<file path="config.mk">
export PLATFORM = sky130hd
export DESIGN_NAME = arm_mode_bank_exception_unit_core
export DESIGN_NICKNAME = d
export VERILOG_FILES = /design/src/sv/arm_mbx_pkg.sv /design/src/sv/arm_mode_bank_exception_unit_core.sv /design/src/sv/arm_mbx_bank_mem.sv /design/src/sv/arm_mbx_alu.sv
export VERILOG_INCLUDE_DIRS = /design/src /design/src/sv
export SDC_FILE = /design/constraint.sdc
export NUM_CORES = 2
export LEC_CHECK = 0
export BUFFER_PORTS_ARGS = -buffer_cell sky130_fd_sc_hd__buf_2
export CORE_MARGIN = 3
export CORE_UTILIZATION = 37
export CTS_CLUSTER_SIZE = 10
export DETAILED_ROUTE_END_ITERATION = 7
export PLACE_DENSITY = 0.5
export SETUP_SLACK_MARGIN = 0.2
export SYNTH_ARGS = -nofsm -noshare
export SYNTH_HDL_FRONTEND = slang
export SYNTH_HIERARCHICAL = 1
export SYNTH_SLANG_ARGS = --single-unit
</file>
<file path="constraint.sdc">
create_clock -name clk -period 6.1 [get_ports clk]
set_input_delay 0.915 -clock clk [delete_from_list [all_inputs] [get_ports clk]]
set_output_delay 0.915 -clock clk [all_outputs]
set_load 0.02 [all_outputs]
</file>
<file path="src/sv/arm_mode_bank_exception_unit_core_assert.svh">
`ifndef ARM_MODE_BANK_EXCEPTION_UNIT_CORE_ASSERT_SVH
`define ARM_MODE_BANK_EXCEPTION_UNIT_CORE_ASSERT_SVH

// same-cycle implication, checked outside reset
`define ARM_MBX_ASSERT(lbl, ante, cons, msg) \
	lbl: assert property (@(posedge clk) disable iff (!arst_n) (ante) |-> (cons)) else $error(msg);

// next-cycle implication, checked outside reset
`define ARM_MBX_ASSERT_NEXT(lbl, ante, cons, msg) \
	lbl: assert property (@(posedge clk) disable iff (!arst_n) (ante) |=> (cons)) else $error(msg);

`endif

</file>
<file path="src/sv/arm_mbx_pkg.sv">
`timescale 1ns / 1ps
package arm_mbx_pkg;

	localparam int NUM_BANKS_DEF = 6;
	localparam int SLOTS         = 7;
	localparam int BANK_W        = $clog2(NUM_BANKS_DEF);
	localparam int SLOT_W        = $clog2(SLOTS);

	typedef enum logic [2:0] {
		OP_WRITE = 3'd0,
		OP_READ  = 3'd1,
		OP_MODE  = 3'd2,
		OP_IRQ   = 3'd3,
		OP_SWI   = 3'd4,
		OP_UND   = 3'd5,
		OP_HALT  = 3'd6,
		OP_NOP   = 3'd7
	} op_t;

	localparam logic [4:0] MODE_USR  = 5'h10;
	localparam logic [4:0] MODE_FAST = 5'h11;
	localparam logic [4:0] MODE_INTR = 5'h12;
	localparam logic [4:0] MODE_SVC  = 5'h13;
	localparam logic [4:0] MODE_ABT  = 5'h17;
	localparam logic [4:0] MODE_UND  = 5'h1B;
	localparam logic [4:0] MODE_SYS  = 5'h1F;

	localparam logic [4:0] REG_CPSR = 5'd16;
	localparam logic [4:0] REG_SPSR = 5'd17;

	localparam int BIT_T = 5;
	localparam int BIT_I = 7;

	localparam logic [BANK_W-1:0] BANK_USR  = BANK_W'(0);
	localparam logic [BANK_W-1:0] BANK_FAST = BANK_W'(1);
	localparam logic [BANK_W-1:0] BANK_IRQ  = BANK_W'(2);
	localparam logic [BANK_W-1:0] BANK_SVC  = BANK_W'(3);
	localparam logic [BANK_W-1:0] BANK_ABT  = BANK_W'(4);
	localparam logic [BANK_W-1:0] BANK_UND  = BANK_W'(5);

	localparam logic [31:0] HIGH_BASE = 32'hFFFF_0000;
	localparam logic [31:0] RESET_PC  = 32'd4;
	// vector plus pipeline offset
	localparam logic [31:0] PC_IRQ    = 32'h0000_001C;
	localparam logic [31:0] PC_SVC    = 32'h0000_000C;
	localparam logic [31:0] PC_UND    = 32'h0000_0008;

	// link offset: extra minus instruction width
	localparam logic signed [3:0] LR_OFF_IRQ_ARM   = 4'sd0;
	localparam logic signed [3:0] LR_OFF_IRQ_THUMB = 4'sd2;
	localparam logic signed [3:0] LR_OFF_ARM       = -4'sd4;
	localparam logic signed [3:0] LR_OFF_THUMB     = -4'sd2;

	function automatic logic [BANK_W-1:0] bank_of(input logic [4:0] m);
		logic [BANK_W-1:0] b;
		case (m)
			MODE_USR, MODE_SYS: b = BANK_USR;
			MODE_FAST: b = BANK_FAST;
			MODE_INTR: b = BANK_IRQ;
			MODE_SVC: b = BANK_SVC;
			MODE_ABT: b = BANK_ABT;
			MODE_UND: b = BANK_UND;
			default:  b = BANK_USR;
		endcase
		return b;
	endfunction

	function automatic logic mode_known(input logic [4:0] m);
		logic k;
		case (m)
			MODE_USR, MODE_SYS, MODE_FAST, MODE_INTR,
			MODE_SVC, MODE_ABT, MODE_UND: k = 1'b1;
			default: k = 1'b0;
		endcase
		return k;
	endfunction

	// bank slot to register: 0 sp, 1 lr, 2..6 r8..r12
	function automatic logic [3:0] slot_reg(input logic [SLOT_W-1:0] s);
		logic [3:0] r;
		if (s < SLOT_W'(2)) begin
			r = 4'd13 + {3'b000, s[0]};
		end else begin
			r = 4'({1'b0, s}) + 4'd6;
		end
		return r;
	endfunction

endpackage

</file>
<file path="src/sv/arm_mode_bank_exception_unit_core.sv">
`timescale 1ns / 1ps
// ARM mode banking and exception entry unit.
// Command channel: an item (opcode, reg_index, write_value, new_mode) is taken
// at a clock edge with start high and busy low. busy stays high until the
// result has been produced.
// Result channel: done is high for one cycle with read_data, status_word,
// irq_taken, halted_now and bad_mode valid; the receiver cannot stall, so a
// new item may be started in the same cycle that done is shown.
// Config channel: cfg_valid/cfg_ready/cfg_data write high_vectors; cfg_ready
// is always high. Write it only while the unit is idle.
// Sequence: an item with no bank exchange goes from idle to the finishing
// state and back. A mode switch or exception that changes bank moves sp/lr
// through the write and read ports of the bank memory, one slot per cycle,
// and r8-r12 as well when fiq is entered or left.
// Reset: pc = 4, cpsr = system mode in arm state, all banks and registers
// zero, high_vectors clear. No clearing pass is needed after reset.
module arm_mode_bank_exception_unit_core #(
	parameter int NUM_BANKS = arm_mbx_pkg::NUM_BANKS_DEF
) (
	input  logic        clk,
	input  logic        arst_n,
	input  logic        start,
	output logic        busy,
	input  logic [2:0]  opcode,
	input  logic [4:0]  reg_index,
	input  logic [31:0] write_value,
	input  logic [4:0]  new_mode,
	input  logic        cfg_valid,
	output logic        cfg_ready,
	input  logic        cfg_data,
	output logic        done,
	output logic [31:0] read_data,
	output logic [31:0] status_word,
	output logic        irq_taken,
	output logic        halted_now,
	output logic        bad_mode
);

	import arm_mbx_pkg::*;

	localparam int DEPTH = NUM_BANKS * SLOTS;
	localparam int AW    = $clog2(DEPTH);
	localparam int BW    = $clog2(NUM_BANKS);

	typedef enum logic [1:0] {
		S_IDLE,
		S_SWAP,
		S_WB,
		S_FIN
	} state_t;

	state_t            state_q;
	op_t               op_q;
	logic [4:0]        idx_q;
	logic [31:0]       val_q;
	logic [4:0]        nm_q;
	logic [4:0]        mode_q;
	logic              sw_q;
	logic              bad_q;
	logic              irq_ok_q;
	logic [BW-1:0]     ob_q;
	logic [BW-1:0]     nb_q;
	logic [SLOT_W-1:0] slot_q;
	logic [SLOT_W-1:0] last_q;
	logic              wb_pend_q;
	logic [3:0]        wb_reg_q;

	logic [31:0] regs_q [16];
	logic [31:0] sbs_q [NUM_BANKS];
	logic [31:0] cpsr_q;
	logic [31:0] spsr_q;
	logic [4:0]  active_q;
	logic        halt_q;
	logic        hv_q;

	logic        done_q;
	logic [31:0] rd_q;
	logic [31:0] status_q;
	logic        taken_q;
	logic        halted_q;
	logic        bad_out_q;

	op_t           op_in;
	logic          accept;
	logic [4:0]    sw_mode_c;
	logic          do_sw_c;
	logic [BW-1:0] nb_c;
	logic [BW-1:0] ob_c;
	logic          need_bank_c;
	logic          fiq_c;
	logic [BW-1:0] wr_bank_c;
	logic [BW-1:0] rd_bank_c;

	logic          mem_we;
	logic [AW-1:0] mem_waddr;
	logic [AW-1:0] mem_raddr;
	logic [31:0]   mem_rdata;
	logic [3:0]    rf_raddr;
	logic [31:0]   rf_rdata;

	logic signed [3:0] lr_off_c;
	logic [31:0]       lr_sum;
	logic [31:0]       exc_pc_c;
	logic              exc_c;
	logic [31:0]       cpsr_nxt;
	logic              halt_nxt;
	logic [31:0]       rd_c;

	assign op_in     = op_t'(opcode);
	assign busy      = (state_q != S_IDLE);
	assign accept    = start && !busy;
	assign cfg_ready = 1'b1;

	// which mode the item switches to, decided from the command ports
	always_comb begin
		sw_mode_c = MODE_SYS;
		do_sw_c   = 1'b0;
		case (op_in)
			OP_WRITE: begin
				if (reg_index == REG_CPSR) begin
					do_sw_c   = 1'b1;
					sw_mode_c = write_value[4:0];
				end
			end
			OP_MODE: begin
				do_sw_c   = 1'b1;
				sw_mode_c = new_mode;
			end
			OP_IRQ: begin
				do_sw_c   = !cpsr_q[BIT_I];
				sw_mode_c = MODE_INTR;
			end
			OP_SWI: begin
				do_sw_c   = 1'b1;
				sw_mode_c = MODE_SVC;
			end
			OP_UND: begin
				do_sw_c   = 1'b1;
				sw_mode_c = MODE_UND;
			end
			default: ;
		endcase
	end

	assign nb_c        = BW'(bank_of(sw_mode_c));
	assign ob_c        = BW'(bank_of(active_q));
	assign need_bank_c = do_sw_c && (sw_mode_c != active_q) && (nb_c != ob_c);
	assign fiq_c       = (nb_c == BW'(BANK_FAST)) || (ob_c == BW'(BANK_FAST));

	// r8-r12 only live in the user copy or the fiq copy
	assign wr_bank_c = (slot_q < SLOT_W'(2)) ? ob_q :
		((ob_q == BW'(BANK_FAST)) ? BW'(BANK_FAST) : BW'(BANK_USR));
	assign rd_bank_c = (slot_q < SLOT_W'(2)) ? nb_q :
		((nb_q == BW'(BANK_FAST)) ? BW'(BANK_FAST) : BW'(BANK_USR));

	// one slot per cycle: save old bank, fetch new bank
	assign mem_we    = (state_q == S_SWAP);
	assign mem_waddr = AW'(wr_bank_c) * AW'(SLOTS) + AW'(slot_q);
	assign mem_raddr = AW'(rd_bank_c) * AW'(SLOTS) + AW'(slot_q);
	assign rf_raddr  = (state_q == S_SWAP) ? slot_reg(slot_q) : idx_q[3:0];
	assign rf_rdata  = regs_q[rf_raddr];

	arm_mbx_bank_mem #(
		.DEPTH(DEPTH)
	) u_bank_mem (
		.clk   (clk),
		.arst_n(arst_n),
		.we    (mem_we),
		.waddr (mem_waddr),
		.wdata (rf_rdata),
		.raddr (mem_raddr),
		.rdata (mem_rdata)
	);

	always_comb begin
		if (op_q == OP_IRQ) begin
			lr_off_c = cpsr_q[BIT_T] ? LR_OFF_IRQ_THUMB : LR_OFF_IRQ_ARM;
		end else begin
			lr_off_c = cpsr_q[BIT_T] ? LR_OFF_THUMB : LR_OFF_ARM;
		end
	end

	arm_mbx_alu u_alu (
		.a  (regs_q[15]),
		.off(lr_off_c),
		.sum(lr_sum)
	);

	assign exc_c = ((op_q == OP_IRQ) && irq_ok_q) || (op_q == OP_SWI) || (op_q == OP_UND);

	always_comb begin
		case (op_q)
			OP_IRQ:  exc_pc_c = PC_IRQ;
			OP_SWI:  exc_pc_c = PC_SVC;
			default: exc_pc_c = PC_UND;
		endcase
		if (hv_q) begin
			exc_pc_c = exc_pc_c | HIGH_BASE;
		end
	end

	// final effect of the item, applied in the finishing cycle
	always_comb begin
		cpsr_nxt = cpsr_q;
		halt_nxt = halt_q;
		rd_c     = '0;
		case (op_q)
			OP_WRITE: begin
				if (idx_q == REG_CPSR) begin
					cpsr_nxt = val_q;
				end
			end
			OP_READ: begin
				if (!idx_q[4]) begin
					rd_c = rf_rdata;
				end else if (idx_q == REG_CPSR) begin
					rd_c = cpsr_q;
				end else if (idx_q == REG_SPSR) begin
					rd_c = spsr_q;
				end
			end
			OP_MODE: cpsr_nxt = {cpsr_q[31:5], nm_q};
			OP_HALT: halt_nxt = 1'b1;
			default: ;
		endcase
		if (exc_c) begin
			cpsr_nxt = {cpsr_q[31:8], 1'b1, cpsr_q[6], 1'b0, mode_q};
			if (op_q == OP_IRQ) begin
				halt_nxt = 1'b0;
			end
		end
	end

	always_ff @(posedge clk or negedge arst_n) begin
		if (!arst_n) begin
			state_q   <= S_IDLE;
			op_q      <= OP_NOP;
			idx_q     <= '0;
			val_q     <= '0;
			nm_q      <= '0;
			mode_q    <= MODE_SYS;
			sw_q      <= 1'b0;
			bad_q     <= 1'b0;
			irq_ok_q  <= 1'b0;
			ob_q      <= '0;
			nb_q      <= '0;
			slot_q    <= '0;
			last_q    <= '0;
			wb_pend_q <= 1'b0;
			wb_reg_q  <= '0;
			done_q    <= 1'b0;
			rd_q      <= '0;
			status_q  <= '0;
			taken_q   <= 1'b0;
			halted_q  <= 1'b0;
			bad_out_q <= 1'b0;
		end else begin
			done_q    <= 1'b0;
			wb_pend_q <= 1'b0;
			case (state_q)
				S_IDLE: begin
					if (accept) begin
						op_q     <= op_in;
						idx_q    <= reg_index;
						val_q    <= write_value;
						nm_q     <= new_mode;
						mode_q   <= sw_mode_c;
						sw_q     <= do_sw_c;
						bad_q    <= do_sw_c && !mode_known(sw_mode_c);
						irq_ok_q <= !cpsr_q[BIT_I];
						ob_q     <= ob_c;
						nb_q     <= nb_c;
						slot_q   <= '0;
						last_q   <= fiq_c ? SLOT_W'(SLOTS - 1) : SLOT_W'(1);
						state_q  <= need_bank_c ? S_SWAP : S_FIN;
					end
				end
				S_SWAP: begin
					wb_pend_q <= 1'b1;
					wb_reg_q  <= slot_reg(slot_q);
					slot_q    <= slot_q + 1'b1;
					if (slot_q == last_q) begin
						state_q <= S_WB;
					end
				end
				S_WB: begin
					state_q <= S_FIN;
				end
				S_FIN: begin
					done_q    <= 1'b1;
					rd_q      <= rd_c;
					status_q  <= cpsr_nxt;
					taken_q   <= (op_q == OP_IRQ) && irq_ok_q;
					halted_q  <= halt_nxt;
					bad_out_q <= bad_q;
					state_q   <= S_IDLE;
				end
				default: state_q <= S_IDLE;
			endcase
		end
	end

	always_ff @(posedge clk or negedge arst_n) begin
		if (!arst_n) begin
			for (int i = 0; i < 16; i++) begin
				regs_q[i] <= (i == 15) ? RESET_PC : '0;
			end
		end else begin
			// bank data arrives in the cycle after its slot was addressed
			if (wb_pend_q) begin
				regs_q[wb_reg_q] <= mem_rdata;
			end
			if (state_q == S_FIN) begin
				if ((op_q == OP_WRITE) && !idx_q[4]) begin
					regs_q[idx_q[3:0]] <= val_q;
				end
				if (exc_c) begin
					regs_q[14] <= lr_sum;
					regs_q[15] <= exc_pc_c;
				end
			end
		end
	end

	always_ff @(posedge clk or negedge arst_n) begin
		if (!arst_n) begin
			for (int i = 0; i < NUM_BANKS; i++) begin
				sbs_q[i] <= '0;
			end
			cpsr_q   <= {27'd0, MODE_SYS};
			spsr_q   <= '0;
			active_q <= MODE_SYS;
			halt_q   <= 1'b0;
			hv_q     <= 1'b0;
		end else begin
			if (cfg_valid && cfg_ready) begin
				hv_q <= cfg_data;
			end
			if (accept && need_bank_c) begin
				sbs_q[ob_c] <= spsr_q;
				spsr_q      <= sbs_q[nb_c];
			end
			if (state_q == S_FIN) begin
				cpsr_q <= cpsr_nxt;
				halt_q <= halt_nxt;
				if (sw_q) begin
					active_q <= mode_q;
				end
				if ((op_q == OP_WRITE) && (idx_q == REG_SPSR)) begin
					spsr_q <= val_q;
				end
				if (exc_c) begin
					spsr_q <= cpsr_q;
				end
			end
		end
	end

	assign done        = done_q;
	assign read_data   = rd_q;
	assign status_word = status_q;
	assign irq_taken   = taken_q;
	assign halted_now  = halted_q;
	assign bad_mode    = bad_out_q;

	`include "arm_mode_bank_exception_unit_core_assert.svh"

	`ARM_MBX_ASSERT_NEXT(a_fin_gives_done, state_q == S_FIN, done, "finishing cycle gave no result")
	`ARM_MBX_ASSERT_NEXT(a_swap_stays_busy, state_q == S_SWAP, (state_q == S_SWAP) || (state_q == S_WB), "bank exchange left early")
	`ARM_MBX_ASSERT(a_irq_enters_irq, done && irq_taken, status_word[BIT_I] && (status_word[4:0] == MODE_INTR), "taken irq not in irq mode with mask set")
	`ARM_MBX_ASSERT(a_bad_mode_unknown, done && bad_mode, !mode_known(status_word[4:0]), "bad mode flagged for a known mode")

endmodule

</file>
<file path="src/sv/arm_mbx_bank_mem.sv">
`timescale 1ns / 1ps
module arm_mbx_bank_mem #(
	parameter int DEPTH = 42
) (
	input  logic                     clk,
	input  logic                     arst_n,
	input  logic                     we,
	input  logic [$clog2(DEPTH)-1:0] waddr,
	input  logic [31:0]              wdata,
	input  logic [$clog2(DEPTH)-1:0] raddr,
	output logic [31:0]              rdata
);

	logic [31:0]      mem [DEPTH];
	logic [DEPTH-1:0] valid_q;
	logic [31:0]      rdata_q;

	always_ff @(posedge clk) begin
		if (we) begin
			mem[waddr] <= wdata;
		end
	end

	// entries never written read as zero
	always_ff @(posedge clk or negedge arst_n) begin
		if (!arst_n) begin
			valid_q <= '0;
		end else if (we) begin
			valid_q[waddr] <= 1'b1;
		end
	end

	always_ff @(posedge clk) begin
		rdata_q <= valid_q[raddr] ? mem[raddr] : '0;
	end

	assign rdata = rdata_q;

endmodule

</file>
<file path="src/sv/arm_mbx_alu.sv">
`timescale 1ns / 1ps
module arm_mbx_alu (
	input  logic [31:0]       a,
	input  logic signed [3:0] off,
	output logic [31:0]       sum
);

	assign sum = a + {{28{off[3]}}, off};

endmodule
</file>
==> summary.md <==
| Metric | Value |
|---|---|
| GRT overflow | 0 |
| Highest clock rate | roughly 0.19 GHz |
| P_leak | approximately 46 nW |
| Most frequent cell after synthesis | edfxtp_1 |
| Nature of the critical path startpoint | register |
| Crit. End Element | register |
| Initial antenna violation count | 17 |
| Routability Congestion | 0.8826 |
| Place WS | around 0.69 ns |
| CTS-repair resized insts | 0 |
| CTS tree | yes |
| Largest fanout on the critical path | 40 |
| Max-Cap Viols | 0 |
| Fin Setup TNS | 0 ns |
| Layout cells sized above 1 | 0.1907 |
| Slew headroom | 0.2042 |
| Final setup violating endpoints | 0 |
| Critical Path Start | slot_q[2] |
| Rows | 192 |
| Worst-skew pair later-pin latency | 0.86 ns |
| Area fraction of the dominant cell type after synthesis | 0.3926 |
| Starting DRC count in detailed routing | between 5000 and 6000 |
| Vias per cell | 5.668 |
| Nets | approximately 7500 |
| Predominant post-synthesis flop cell | edfxtp_1 |
| Clock sink count | 2304 |
| Hold Slack | 0.1259 ns |
| Final setup margin | 0.7055 ns |
| Ranking of synthesized cells by area | edfxtp_1 39%, dfrtp_1 22%, mux2i_1 8.5%, mux4_2 7.0%, a21oi_1 2.7% |
| First-pass GRT wire length | 486300 microns |
| Setup repair bufs after CTS | 0 |
| Slew at the pin with the worst max-slew slack | 1.194 ns |
| Distinct cells, synth | 100 |
| Filler cell count | roughly 25000 |
| Top post-synthesis cells by count | 1344 x edfxtp_1, 909 x dfrtp_1, 877 x mux2i_1 |
| WS Path Type | reg -> reg |
| Routed Antenna Nets | 0 |
| RSZ-0062 raised after global routing | no |
| Clk root buf | clkbuf_16 |
| CTS Buf Count | approximately 280 |
| # IOs | 120 |
| Total power divided by cell area | around 650 mW/mm^2 |
| Status | finished, final reports clean |
| Worst EP arrival | around 6 ns |
| VDD IR-drop max | approximately 0.00095 V |
| Vias in the first global route | ~64000 |
| # DRC | 0 |
| Count of pins over their slew limit | 0 |
| Routed len/inst | 30.16 microns |
| Wirelength, routed | approximately 340000 microns |
| Synth warnings | 6 |
| Hold_buf cts | 0 |
| Synth area leader | edfxtp_1 |
| Post-Syn Area | 0.1028 sq mm |
| Core ar. | approximately 0.28 sq mm |
| H-tree depth | 5 |
| Min-delay worst type | in -> async |
| Reg clk slew, reported paths | ~0.05 ns |
| Post-synth EDFFs | 1344 |
| Die H | roughly 530 microns |
| Initial core utilization | 0.3737 |
| Pin count of the biggest net entering global routing | roughly 150 |
| Detail Placement HPWL | approximately 210000 microns |
| First-pass DRT Iterations | 6 |
| Post-synthesis sequential area ratio | 0.6250 |
| Asr flop ratio synth | 0.4028 |
| Req. time, crit path | 6.83 ns |
| IO Port Bufs | between 100 and 150 |
| Avg Inst Size Synth | 14.09 sq um |
| Final Hold Fails | 0 |
| DIE AREA | approximately 0.28 sq mm |
| Total track usage | 0.2338 |
| Maximum clock path buffer count | 4 |
| #FFs+latches synth | 2304 |
| Post-route total power | about 76 mW |
| Gate Count Post-Synth | around 7300 |
| Worst R2R Setup Slack | ~0.71 ns |
| Vias | around 64000 |
| Min Tclk post-route | 5.394 ns |
| Fin Clk Skew | between 0.04 and 0.05 ns |
| Layout area overhead | 13.68% |
| Die W | between 500 and 600 microns |
| Crit share post-route | 0.8843 |
| Worst R2R Start | slot_q[2] |
| Syn_nets | 7411 |
registers in the layout (all words and copies together), names as in the netlist, 32 cells and up:
name / cells
u_bank_mem/mem: 1344
regs_q: 512
sbs_q: 192
u_bank_mem/valid_q: 42
read_data: 32
spsr_q: 32
status_word: 32
u_bank_mem/rdata: 32
val_q: 32
where the power goes:
group | internal (mW) | total [mW] | leakage (nW) | switching, mW
combinational | 11.8 | 35.7 | 17.2 | 24.0
sequential | 22.9 | 25.5 | 24.7 | 2.56
clock | 8.87 | 15.3 | 3.94 | 6.39
total | 43.5 | 76.5 | 45.9 | 32.9
logic make-up after synthesis:
logic type / after synthesis / share of synthesized area
adder cells (fa/ha/maj): 67 / 0.008812
other: 2 / 0.00007306
AND/OR/NAND/NOR: 1456 / 0.06256
XOR/XNOR: 38 / 0.003238
AO/OA/AOI/OAI: 1311 / 0.08428
flip-flops: 2304 / 0.6250
buffers and inverters: 660 / 0.02891
multiplexers: 1456 / 0.1872
layer usage:
layer,track usage,share of wire,wire length (microns),vias to the layer above
met5,0,0.000038,13,-
met4,0.08808,0.041,13960,2
met3,0.03188,0.053,17920,519
met2,0.3818,0.48,162000,2025
met1,0.3178,0.43,144400,33378
li1,-,-,-,27646
worst max-delay path, cell delays in order, from the launching register on:
cell and delay [ns]:
dfrtp_1 0.38, inv_1 0.06, buf_4 0.18, ha_1 0.40, nand2_1 0.22, fa_1 0.59
inv_1 0.06, fa_1 0.52, inv_1 0.07, fa_4 0.86, buf_4 0.69, mux2i_1 0.37
o211ai_1 0.42, nand2_1 0.10, nor4_1 0.24
path summary, 6_finish.rpt:
| path | endpoint | depth (start not counted) |
|---|---|---|
| min in group clk | val_q[20] | 3 |
| max | u_bank_mem/rdata[17] | 14 |
| min | sbs_q[8] | 1 |
| min reg2reg | u_bank_mem/valid_q[36] | 1 |
| max reg2reg | u_bank_mem/rdata[17] | 14 |
| max in group asynchronous | regs_q[498] | 2 |
placed cells by master, fill, tap and decap left out, types with 44 or more instances in the layout:
cell type  count
mux2_4        90
mux2i_1      876
a22oi_1      161
mux4_2       320
nor2_1       591
mux2_1        86
dfrtp_1      909
a221oi_1      59
ha_1          55
clkbuf_1     128
or2_2         50
buf_4        232
nor2b_1      103
buf_2        117
o21ai_0       87
nand3_1       52
edfxtp_1    1344
nand2_1      441
nor2_4        52
a311oi_1      79
a21oi_1      525
clkbuf_16    287
inv_1         44
a211oi_1      75
mux2_2        83
a21o_1        44
a221o_1       49
through the flow:
stage / instances / util / cell area (sq um)
after floorplan: 7294 / - / 102800
after global routing: 11207 / 0.4248 / 116800
after detailed placement: 10753 / 0.3951 / 108700
final: 11215 / 0.4248 / 116900
after CTS: 11206 / 0.4248 / 116800
after global placement: 10753 / 0.3951 / 108700
cell type report:
| class | instances | area [sq um] | share of cell area |
|---|---|---|---|
| Sequential cell | 2304 | 64250 | 0.5498 |
| Multi-Input combinational cell | 4330 | 36560 | 0.3129 |
| Clock buffer | 431 | 7883 | 0.06745 |
| Tap cell | 3686 | 4612 | 0.03947 |
| Timing Repair Buffer | 387 | 3083 | 0.02638 |
| Clock inverter | 22 | 276.5 | 0.002366 |
| Inverter | 46 | 172.7 | 0.001478 |
| Antenna cell | 9 | 22.52 | 0.0001927 |
Power figures use the tool's default switching activity.
